$ cat src/hdl/east_pkg.sv
// ----------------------------------------------------------------------------
// Envelope auto start trigger package
// Shared widths, register indexes and reset values of the trigger block.
// ----------------------------------------------------------------------------
package east_pkg;

  // Default widths for the top-level parameters.
  localparam int LEVEL_BITS_DEF = 23;
  localparam int COUNT_BITS_DEF = 20;

  // Fixed field widths.
  localparam int COEF_BITS    = 16;
  localparam int SENS_BITS    = 17;
  localparam int CFG_IDX_BITS = 3;

  // Unity in Q1.16 and 0.6 in Q0.16, rounded to nearest.
  localparam logic [SENS_BITS-1:0] ONE_Q16       = 17'h10000;
  localparam logic [COEF_BITS-1:0] OFF_RATIO_Q16 = 16'd39322;

  // Register reset values.
  localparam logic [COEF_BITS-1:0] RST_ATTACK    = 16'd655;
  localparam logic [COEF_BITS-1:0] RST_RELEASE   = 16'd66;
  localparam logic [31:0]          RST_THR_HIGH  = 32'd838861;
  localparam logic [31:0]          RST_THR_FLOOR = 32'd83886;
  localparam logic [SENS_BITS-1:0] RST_SENS      = 17'h10000;
  localparam logic [31:0]          RST_HOLD      = 32'd480;
  localparam logic [31:0]          RST_REARM     = 32'd24000;

  // Configuration register indexes.
  typedef enum logic [CFG_IDX_BITS-1:0] {
    CFG_ATTACK      = 3'd0,
    CFG_RELEASE     = 3'd1,
    CFG_THR_HIGH    = 3'd2,
    CFG_THR_FLOOR   = 3'd3,
    CFG_SENSITIVITY = 3'd4,
    CFG_START_HOLD  = 3'd5,
    CFG_REARM       = 3'd6,
    CFG_ENABLE      = 3'd7
  } cfg_idx_e;

  // Larger of two widths.
  function automatic int east_max(input int a, input int b);
    return (a > b) ? a : b;
  endfunction

endpackage

$ cat src/hdl/east_if.sv
// ----------------------------------------------------------------------------
// Envelope auto start trigger stream interfaces
// Valid/ready channels for input samples and for trigger results.
// ----------------------------------------------------------------------------
interface east_in_if
  import east_pkg::*;
#(
  parameter int LEVEL_BITS = LEVEL_BITS_DEF
) ();
  logic                  valid;
  logic                  ready;
  logic [LEVEL_BITS-1:0] level;
  logic                  recording_active;
  logic                  clear_counters;

  modport source (output valid, level, recording_active, clear_counters, input ready);
  modport sink   (input valid, level, recording_active, clear_counters, output ready);
endinterface

interface east_out_if
  import east_pkg::*;
#(
  parameter int LEVEL_BITS = LEVEL_BITS_DEF
) ();
  logic                  valid;
  logic                  ready;
  logic                  start_request;
  logic                  armed;
  logic [LEVEL_BITS-1:0] envelope;

  modport source (output valid, start_request, armed, envelope, input ready);
  modport sink   (input valid, start_request, armed, envelope, output ready);
endinterface

$ cat src/hdl/east_cfg_regs.sv
// ----------------------------------------------------------------------------
// Envelope auto start trigger configuration registers
// Holds the registers and derives the on and off thresholds in two stages.
// ----------------------------------------------------------------------------
module east_cfg_regs
  import east_pkg::*;
#(
  parameter int LEVEL_BITS = LEVEL_BITS_DEF,
  parameter int COUNT_BITS = COUNT_BITS_DEF
) (
  input  logic                                             clk_i,
  input  logic                                             rst_ni,
  input  logic                                             cfg_we_i,
  input  logic [CFG_IDX_BITS-1:0]                          cfg_idx_i,
  input  logic [east_max(east_max(LEVEL_BITS, COUNT_BITS), SENS_BITS)-1:0] cfg_data_i,
  output logic [COEF_BITS-1:0]                             attack_o,
  output logic [COEF_BITS-1:0]                             release_o,
  output logic [LEVEL_BITS-1:0]                            thr_on_o,
  output logic [LEVEL_BITS-1:0]                            thr_off_o,
  output logic [COUNT_BITS-1:0]                            hold_o,
  output logic [COUNT_BITS-1:0]                            rearm_o,
  output logic                                             trig_en_o,
  output logic                                             thr_ready_o
);

  logic [COEF_BITS-1:0]  attack_q, release_q;
  logic [LEVEL_BITS-1:0] thr_high_q, thr_floor_q;
  logic [SENS_BITS-1:0]  sens_q;
  logic [COUNT_BITS-1:0] hold_q, rearm_q;
  logic                  enable_q;
  logic [LEVEL_BITS-1:0] thr_on_q, thr_on_d, thr_off_q;
  logic [1:0]            settle_q;

  logic [SENS_BITS-1:0]          sens_sat;
  logic signed [LEVEL_BITS:0]    thr_diff;
  logic signed [LEVEL_BITS+18:0] thr_prod;
  logic signed [LEVEL_BITS+2:0]  thr_sum;
  logic [LEVEL_BITS+15:0]        off_prod;

  // Register writes.
  always_ff @(posedge clk_i or negedge rst_ni) begin
    if (!rst_ni) begin
      attack_q    <= RST_ATTACK;
      release_q   <= RST_RELEASE;
      thr_high_q  <= RST_THR_HIGH[LEVEL_BITS-1:0];
      thr_floor_q <= RST_THR_FLOOR[LEVEL_BITS-1:0];
      sens_q      <= RST_SENS;
      hold_q      <= RST_HOLD[COUNT_BITS-1:0];
      rearm_q     <= RST_REARM[COUNT_BITS-1:0];
      enable_q    <= 1'b1;
    end else if (cfg_we_i) begin
      case (cfg_idx_e'(cfg_idx_i))
        CFG_ATTACK:      attack_q    <= cfg_data_i[COEF_BITS-1:0];
        CFG_RELEASE:     release_q   <= cfg_data_i[COEF_BITS-1:0];
        CFG_THR_HIGH:    thr_high_q  <= cfg_data_i[LEVEL_BITS-1:0];
        CFG_THR_FLOOR:   thr_floor_q <= cfg_data_i[LEVEL_BITS-1:0];
        CFG_SENSITIVITY: sens_q      <= cfg_data_i[SENS_BITS-1:0];
        CFG_START_HOLD:  hold_q      <= cfg_data_i[COUNT_BITS-1:0];
        CFG_REARM:       rearm_q     <= cfg_data_i[COUNT_BITS-1:0];
        CFG_ENABLE:      enable_q    <= cfg_data_i[0];
        default: ;
      endcase
    end
  end

  // On threshold: interpolate from the high threshold toward the floor.
  always_comb begin
    sens_sat = (sens_q > ONE_Q16) ? ONE_Q16 : sens_q;
    thr_diff = $signed({1'b0, thr_floor_q}) - $signed({1'b0, thr_high_q});
    thr_prod = thr_diff * $signed({1'b0, sens_sat});
    thr_sum  = $signed({3'b000, thr_high_q}) + $signed(thr_prod[LEVEL_BITS+18:16]);
    thr_on_d = thr_sum[LEVEL_BITS-1:0];
    off_prod = thr_on_q * OFF_RATIO_Q16;
  end

  // Threshold pipeline; payload registers carry no reset.
  always_ff @(posedge clk_i) begin
    thr_on_q  <= thr_on_d;
    thr_off_q <= off_prod[LEVEL_BITS+15:16];
  end

  // Settle counter: holds samples off until both thresholds are current.
  always_ff @(posedge clk_i or negedge rst_ni) begin
    if (!rst_ni) begin
      settle_q <= 2'd2;
    end else if (cfg_we_i) begin
      settle_q <= 2'd2;
    end else if (settle_q != 2'd0) begin
      settle_q <= settle_q - 2'd1;
    end
  end

  assign attack_o    = attack_q;
  assign release_o   = release_q;
  assign thr_on_o    = thr_on_q;
  assign thr_off_o   = thr_off_q;
  assign hold_o      = hold_q;
  assign rearm_o     = rearm_q;
  assign trig_en_o   = enable_q && (sens_q != '0);
  assign thr_ready_o = (settle_q == 2'd0);

endmodule

$ cat src/hdl/east_core.sv
// ----------------------------------------------------------------------------
// Envelope auto start trigger datapath
// Input register, envelope update, hysteresis gate and result register.
// ----------------------------------------------------------------------------
module east_core
  import east_pkg::*;
#(
  parameter int LEVEL_BITS = LEVEL_BITS_DEF,
  parameter int COUNT_BITS = COUNT_BITS_DEF
) (
  input  logic                  clk_i,
  input  logic                  rst_ni,
  east_in_if.sink               in_if,
  east_out_if.source            out_if,
  input  logic [COEF_BITS-1:0]  attack_i,
  input  logic [COEF_BITS-1:0]  release_i,
  input  logic [LEVEL_BITS-1:0] thr_on_i,
  input  logic [LEVEL_BITS-1:0] thr_off_i,
  input  logic [COUNT_BITS-1:0] hold_i,
  input  logic [COUNT_BITS-1:0] rearm_i,
  input  logic                  trig_en_i,
  input  logic                  thr_ready_i
);

  // Input register.
  logic                  s1_valid_q;
  logic [LEVEL_BITS-1:0] s1_level_q;
  logic                  s1_rec_q, s1_clear_q;

  // Block state.
  logic [LEVEL_BITS-1:0] env_q, env_d;
  logic [COUNT_BITS-1:0] loud_q, loud_d, quiet_q, quiet_d;
  logic                  armed_q, armed_d, start_d;

  // Result register.
  logic                  out_valid_q, out_start_q, out_armed_q;
  logic [LEVEL_BITS-1:0] out_env_q;

  logic                          advance;
  logic [COEF_BITS-1:0]          coef;
  logic signed [LEVEL_BITS:0]    env_diff;
  logic signed [LEVEL_BITS+17:0] env_prod;
  logic signed [LEVEL_BITS+1:0]  env_sum;
  logic [COUNT_BITS-1:0]         loud_c, quiet_c, loud_inc, quiet_inc;

  // The item in the input register moves on when the result register is free.
  assign advance     = s1_valid_q && (!out_valid_q || out_if.ready);
  assign in_if.ready = (!s1_valid_q || advance) && thr_ready_i;

  always_ff @(posedge clk_i or negedge rst_ni) begin
    if (!rst_ni) begin
      s1_valid_q <= 1'b0;
    end else if (in_if.ready) begin
      s1_valid_q <= in_if.valid;
    end else if (advance) begin
      s1_valid_q <= 1'b0;
    end
  end

  always_ff @(posedge clk_i) begin
    if (in_if.valid && in_if.ready) begin
      s1_level_q <= in_if.level;
      s1_rec_q   <= in_if.recording_active;
      s1_clear_q <= in_if.clear_counters;
    end
  end

  // Envelope: env + floor(coef * (level - env) / 65536).
  always_comb begin
    coef     = (s1_level_q > env_q) ? attack_i : release_i;
    env_diff = $signed({1'b0, s1_level_q}) - $signed({1'b0, env_q});
    env_prod = env_diff * $signed({1'b0, coef});
    env_sum  = $signed({2'b00, env_q}) + $signed(env_prod[LEVEL_BITS+17:16]);
    env_d    = env_sum[LEVEL_BITS-1:0];
  end

  // Hysteresis gate with saturating loud and quiet counters.
  always_comb begin
    loud_c    = s1_clear_q ? '0 : loud_q;
    quiet_c   = s1_clear_q ? '0 : quiet_q;
    loud_inc  = (&loud_c) ? loud_c : loud_c + 1'b1;
    quiet_inc = (&quiet_c) ? quiet_c : quiet_c + 1'b1;
    loud_d    = loud_c;
    quiet_d   = quiet_c;
    armed_d   = armed_q;
    start_d   = 1'b0;
    if (trig_en_i) begin
      if (!armed_q || s1_rec_q) begin
        if (env_d < thr_off_i) begin
          if (quiet_inc >= rearm_i) begin
            armed_d = 1'b1;
            quiet_d = '0;
          end else begin
            quiet_d = quiet_inc;
          end
        end else begin
          quiet_d = '0;
        end
      end else if (env_d >= thr_on_i) begin
        if (loud_inc >= hold_i) begin
          start_d = 1'b1;
          armed_d = 1'b0;
          loud_d  = '0;
        end else begin
          loud_d = loud_inc;
        end
      end else begin
        loud_d = '0;
      end
    end
  end

  // State update on each processed item.
  always_ff @(posedge clk_i or negedge rst_ni) begin
    if (!rst_ni) begin
      env_q   <= '0;
      loud_q  <= '0;
      quiet_q <= '0;
      armed_q <= 1'b1;
    end else if (advance) begin
      env_q   <= env_d;
      loud_q  <= loud_d;
      quiet_q <= quiet_d;
      armed_q <= armed_d;
    end
  end

  // Result register.
  always_ff @(posedge clk_i or negedge rst_ni) begin
    if (!rst_ni) begin
      out_valid_q <= 1'b0;
    end else if (advance) begin
      out_valid_q <= 1'b1;
    end else if (out_if.ready) begin
      out_valid_q <= 1'b0;
    end
  end

  always_ff @(posedge clk_i) begin
    if (advance) begin
      out_start_q <= start_d;
      out_armed_q <= armed_d;
      out_env_q   <= env_d;
    end
  end

  assign out_if.valid         = out_valid_q;
  assign out_if.start_request = out_start_q;
  assign out_if.armed         = out_armed_q;
  assign out_if.envelope      = out_env_q;

  // A start request always leaves the trigger disarmed.
  a_start_disarms: assert property (@(posedge clk_i) disable iff (!rst_ni)
    out_valid_q && out_start_q |-> !out_armed_q)
    else $error("start request reported while armed");

  // Re-arming clears the quiet counter.
  a_rearm_clears: assert property (@(posedge clk_i) disable iff (!rst_ni)
    $rose(armed_q) |-> (quiet_q == '0))
    else $error("armed without clearing quiet count");

  // A start clears the loud counter.
  a_start_clears: assert property (@(posedge clk_i) disable iff (!rst_ni)
    advance && start_d |=> (loud_q == '0) && !armed_q)
    else $error("loud count kept after start");

  // No transfer is taken while the thresholds are settling.
  a_settle_gate: assert property (@(posedge clk_i) disable iff (!rst_ni)
    !thr_ready_i |-> !in_if.ready)
    else $error("input ready while thresholds settle");

endmodule

$ cat src/hdl/envelope_auto_start_trigger_core.sv
// ----------------------------------------------------------------------------
// Envelope auto start trigger
// Envelope follower with a hysteresis gate that requests an automatic start.
// ----------------------------------------------------------------------------
// After its transfer, a sample waits in the input register and moves to the result register once that is free.
// Throughput: one sample per cycle unless the output stalls or the thresholds are settling.
// Thresholds are re-derived through the on and off threshold registers after any
// register write; input is held off until both are current, and also after reset.
// Reset (rst_ni, asynchronous, active low): envelope and counters zero, armed,
// registers at their documented defaults.
module envelope_auto_start_trigger_core
  import east_pkg::*;
#(
  parameter int LEVEL_BITS = LEVEL_BITS_DEF,
  parameter int COUNT_BITS = COUNT_BITS_DEF
) (
  input  logic                          clk_i,
  input  logic                          rst_ni,
  east_in_if.sink                       in_if,
  east_out_if.source                    out_if,
  input  logic                          cfg_we_i,
  input  logic [CFG_IDX_BITS-1:0]       cfg_idx_i,
  input  logic [east_max(east_max(LEVEL_BITS, COUNT_BITS), SENS_BITS)-1:0] cfg_data_i
);

  logic [COEF_BITS-1:0]  attack, release_c;
  logic [LEVEL_BITS-1:0] thr_on, thr_off;
  logic [COUNT_BITS-1:0] hold, rearm;
  logic                  trig_en, thr_ready;

  // Configuration registers and threshold derivation.
  east_cfg_regs #(
    .LEVEL_BITS (LEVEL_BITS),
    .COUNT_BITS (COUNT_BITS)
  ) u_cfg (
    .clk_i       (clk_i),
    .rst_ni      (rst_ni),
    .cfg_we_i    (cfg_we_i),
    .cfg_idx_i   (cfg_idx_i),
    .cfg_data_i  (cfg_data_i),
    .attack_o    (attack),
    .release_o   (release_c),
    .thr_on_o    (thr_on),
    .thr_off_o   (thr_off),
    .hold_o      (hold),
    .rearm_o     (rearm),
    .trig_en_o   (trig_en),
    .thr_ready_o (thr_ready)
  );

  // Sample datapath.
  east_core #(
    .LEVEL_BITS (LEVEL_BITS),
    .COUNT_BITS (COUNT_BITS)
  ) u_core (
    .clk_i       (clk_i),
    .rst_ni      (rst_ni),
    .in_if       (in_if),
    .out_if      (out_if),
    .attack_i    (attack),
    .release_i   (release_c),
    .thr_on_i    (thr_on),
    .thr_off_i   (thr_off),
    .hold_i      (hold),
    .rearm_i     (rearm),
    .trig_en_i   (trig_en),
    .thr_ready_i (thr_ready)
  );

endmodule
$ cat src/flat_wrapper.sv
// flat-port wrapper written by rule: the top's interface ports become plain ports
module envelope_auto_start_trigger_core_flat import east_pkg::*;
#(
  parameter int LEVEL_BITS = LEVEL_BITS_DEF,
  parameter int COUNT_BITS = COUNT_BITS_DEF
)
  (clk_i, rst_ni, cfg_we_i, cfg_idx_i, cfg_data_i, in_if_valid, in_if_level, in_if_recording_active, in_if_clear_counters, in_if_ready, out_if_valid, out_if_start_request, out_if_armed, out_if_envelope, out_if_ready);
  east_in_if #(.LEVEL_BITS(LEVEL_BITS)) in_if_i ();
  east_out_if #(.LEVEL_BITS(LEVEL_BITS)) out_if_i ();
  input  logic clk_i;
  input  logic rst_ni;
  input  logic cfg_we_i;
  input  logic [CFG_IDX_BITS-1:0] cfg_idx_i;
  input  logic [east_max(east_max(LEVEL_BITS, COUNT_BITS), SENS_BITS)-1:0] cfg_data_i;
  input wire logic [$bits(in_if_i.valid)-1:0] in_if_valid;
  input wire logic [$bits(in_if_i.level)-1:0] in_if_level;
  input wire logic [$bits(in_if_i.recording_active)-1:0] in_if_recording_active;
  input wire logic [$bits(in_if_i.clear_counters)-1:0] in_if_clear_counters;
  output wire logic [$bits(in_if_i.ready)-1:0] in_if_ready;
  output wire logic [$bits(out_if_i.valid)-1:0] out_if_valid;
  output wire logic [$bits(out_if_i.start_request)-1:0] out_if_start_request;
  output wire logic [$bits(out_if_i.armed)-1:0] out_if_armed;
  output wire logic [$bits(out_if_i.envelope)-1:0] out_if_envelope;
  input wire logic [$bits(out_if_i.ready)-1:0] out_if_ready;
  assign in_if_i.valid = in_if_valid;
  assign in_if_i.level = in_if_level;
  assign in_if_i.recording_active = in_if_recording_active;
  assign in_if_i.clear_counters = in_if_clear_counters;
  assign in_if_ready = in_if_i.ready;
  assign out_if_valid = out_if_i.valid;
  assign out_if_start_request = out_if_i.start_request;
  assign out_if_armed = out_if_i.armed;
  assign out_if_envelope = out_if_i.envelope;
  assign out_if_i.ready = out_if_ready;
  envelope_auto_start_trigger_core #(.LEVEL_BITS(LEVEL_BITS), .COUNT_BITS(COUNT_BITS)) u_core (.clk_i(clk_i), .rst_ni(rst_ni), .in_if(in_if_i), .out_if(out_if_i), .cfg_we_i(cfg_we_i), .cfg_idx_i(cfg_idx_i), .cfg_data_i(cfg_data_i));
endmodule
$ cat config.mk
export PLATFORM = sky130hd
export DESIGN_NAME = envelope_auto_start_trigger_core_flat
export DESIGN_NICKNAME = d
export VERILOG_FILES = /design/src/hdl/east_pkg.sv /design/src/hdl/east_if.sv /design/src/hdl/east_cfg_regs.sv /design/src/hdl/east_core.sv /design/src/hdl/envelope_auto_start_trigger_core.sv /design/src/flat_wrapper.sv
export SDC_FILE = /design/constraint.sdc
export NUM_CORES = 2
export LEC_CHECK = 0
export BUFFER_PORTS_ARGS = -buffer_cell sky130_fd_sc_hd__buf_2
export CAP_MARGIN = 20
export CELL_PAD_IN_SITES_DETAIL_PLACEMENT = 0
export CELL_PAD_IN_SITES_GLOBAL_PLACEMENT = 1
export CORE_ASPECT_RATIO = 1.25
export CORE_UTILIZATION = 56
export DETAILED_ROUTE_END_ITERATION = 6
export PLACE_DENSITY_LB_ADDON = 0.1
export SYNTH_ARGS = -nofsm -noshare
export SYNTH_HDL_FRONTEND = slang
export SYNTH_SLANG_ARGS = --single-unit
$ cat constraint.sdc
create_clock -name clk_i -period 23.9 [get_ports clk_i]
set_input_delay 3.585 -clock clk_i [delete_from_list [all_inputs] [get_ports clk_i]]
set_output_delay 3.585 -clock clk_i [all_outputs]
set_load 0.1 [all_outputs]
==> impl_metrics.toml <==
[status]
status = "finished, final reports clean"

[setup_path]
cpPeakStageDelay_ns = 0.64
crit_cells = 53
crit_fanout = 28
ff2ff_path_depth = 53
cp_top_family = "compound AO/OA/AOI/OAI gates"
cp_num_buf_inv = 7
end_kind = "flop"
start_kind = "flop"
arrival_ns = 14.39
worstPathRequired_ns = 24.42
crit_top_cell = "fa_1"
cp_slowest_cell = "mux2_2"
critical_path_class = "flop to flop"

[timing]
slew_headroom_pct = 22.3
rsz0062_at_grt = "no"
drv_slew = 0
period_share_pct = 58.1
skew_ns = 0.0414
worst_pin_slew_ns = 1.16
setup_tns_ns = 0
setup_viol = 0
hold_viol_final = 0
min_period_ns = 13.88
fmax_mhz = 72.1

[clocking]
numCtsBuffers = 38
post_cts_buffers = 0
clk-insertion-delay-late_ns = 0.59
cts.sinks = 300
cts_buffer_depth = 3
clk_pin_slew_ns = 0.06
cts_tree = "yes"
ctsHoldBuffers = 0
cts_max_level = 2
cts_resized = 0
cts_root_buffer = "clkbuf_16"

[logic_synthesis]
synth_cells = 5248
yosysWarningCount = 0
yosys_register_bits = 300
ys_seq_area_share_pct = 15.2
synth_area_leaders = "fa_1, ha_1, inv_1, dfrtp_1, nand2_1"
synth_top_area_share_pct = 34.5
async_flop_share_pct = 68.0
synth_flop_cell = "dfrtp_1"
syn_area_um2 = 49800
synth_edf_count = 50
syn_avg_cell_area_um2 = 9.50
syn_nets = 6694
post-synth-top-area-cell = "fa_1"
ys_types = 92

[global_route]
grt_max_degree = 90
antenna_found_initial = 4
grt-ovfl-total = 0
grt_usage_pct = 30.9
grt_pass1_wl_mm = 211
grt_pass1_vias = 38133

[floorplanning]
coreArea_um2 = 87700
initial_utilization_pct = 56.8
die_y_um = 336
fp.dieW_um = 269
dieArea_um2 = 90200
rows = 121
io-pin-count = 83

[drt]
vias = 35854
ant_nets = 0
viasPerCell = 5.49
routed_wl_mm = 134
remaining_drc_errors = 0
dr.pass1.iters = 5
routedWlPerCell_um = 20.5
drt-initial-drc-count = 2048

[placed_design]
gp_congestion = 0.906
hpwl_mm = 108
port_buffers = 82

[cells_and_area]
layout.cells.most_common = "inv_1"
final_cell_mix = "inv_1, fa_1, nand2_1, ha_1, nor2_1"
n_fill_cell = 7801
syn_to_final_growth_pct = 6.53
drive_above_1_share_pct = 8.72
nNetsFinal = 6772

[worst_hold_path]
hold_depth = 1
worstHoldPathType = "flop to flop"

[job]
cap_violations = 0
through the flow:
| stage | area [um2] | hold slack [ns] | setup slack (ns) | std cells | utilization (%) |
|---|---|---|---|---|---|
| 3_5_place_dp | 51800 | 0.482 | 10.10 | 6454 | 59.1 |
| 5_1_grt | 53100 | 0.515 | 9.19 | 6524 | 60.6 |
| 6_report | 53100 | 0.494 | 10.02 | 6525 | 60.6 |
| 4_1_cts | 53100 | 0.497 | 10.02 | 6524 | 60.6 |
| 3_3_place_gp | 51800 | 0.476 | 10.32 | 6453 | 59.1 |
| 2_1_floorplan | 49800 | 0.458 | 12.02 | 5248 | - |
cell usage after synthesis, types with 5 or more instances:
library cell and instances:
inv_1 1195, fa_1 859, nand2_1 582, ha_1 531
nor2_1 336, dfrtp_1 160, xnor2_1 143, mux2_2 127
a21oi_1 120, o21ai_0 104, clkbuf_1 99, and2_1 93
a21o_1 92, nor2b_1 76, xor2_1 66, edfxtp_1 50
dfxtp_1 46, dfstp_2 44, nor3_1 44, o21a_1 40
nand2b_1 37, nand3_1 35, a22o_1 33, nand4_1 28
and3_1 27, a211oi_1 17, buf_2 17, o211ai_1 15
a31oi_1 14, and4_1 14, o21bai_1 14, mux2i_1 13
a21boi_0 11, or2_2 11, nor3b_1 10, nor4_1 10
buf_6 9, mux2_4 7, o2111ai_1 7, or3_1 7
a211o_1 6, o31a_1 6, a2111oi_0 5
path summary, 6_finish.rpt:
kind,end,slack (ns),startpoint
min reg2reg,u_core.u_core.quiet_q[1]$_DFFE_PN0P_,0.49,u_core.u_core.quiet_q[1]$_DFFE_PN0P_
max,u_core.u_core.quiet_q[6]$_DFFE_PN0P_,10.02,u_core.u_core.s1_level_q[0]$_DFFE_PP_
min,u_core.u_core.quiet_q[1]$_DFFE_PN0P_,0.49,u_core.u_core.quiet_q[1]$_DFFE_PN0P_
max in group asynchronous,u_core.u_cfg.thr_floor_q[20]$_DFFE_PN0P_,18.77,rst_ni
min in group asynchronous,u_core.u_core.env_q[1]$_DFFE_PN0P_,3.05,rst_ni
max reg2reg,u_core.u_core.quiet_q[6]$_DFFE_PN0P_,10.02,u_core.u_core.s1_level_q[0]$_DFFE_PP_
routing by layer:
layer	GRT usage [%]	share of wire (%)
met4	10.2	3.5
met1	38.5	40
met3	2.75	4.7
met2	55.9	52
met5	0	0
flip-flops by register name (all words and copies together) (netlist names), 23 cells and up:
name	cells
u_core.u_cfg.thr_high_q	23
u_core.u_cfg.thr_off_o	23
u_core.u_cfg.thr_floor_q	23
u_core.u_core.out_if.envelope	23
u_core.u_core.env_q	23
u_core.u_core.s1_level_q	23
u_core.u_cfg.thr_on_o	23
cell type report:
| class | instances | area (um2) | area share (%) |
|---|---|---|---|
| multi-input combinational | 3622 | 37200 | 70.1 |
| sequential | 300 | 7580 | 14.3 |
| tap | 1168 | 1460 | 2.75 |
| clock buffer | 55 | 1090 | 2.05 |
| inverter | 1196 | 4490 | 8.46 |
| timing repair buffer | 168 | 1070 | 2.01 |
| antenna | 1 | 2.50 | 0.00471 |
| clock inverter | 15 | 169 | 0.318 |
logic make-up (layout without fill, tap and decap cells):
| group | Yosys count | after routing | share of synthesized area [%] |
|---|---|---|---|
| AOI/OAI and AO/OA | 541 | 541 | 7.38 |
| xor gates and xnor gates | 212 | 212 | 3.78 |
| adders and majority gates | 1390 | 1390 | 47.8 |
| buffers and inverters | 1326 | 1434 | 10.2 |
| DFF | 300 | 300 | 15.2 |
| muxes | 152 | 152 | 3.53 |
| other | 0 | 1 | 0 |
| and+or+nand+nor | 1327 | 1327 | 12.0 |
Power is not shown: default switching activity piles up to over one toggle a cycle in this logic, so the estimate is an artifact.
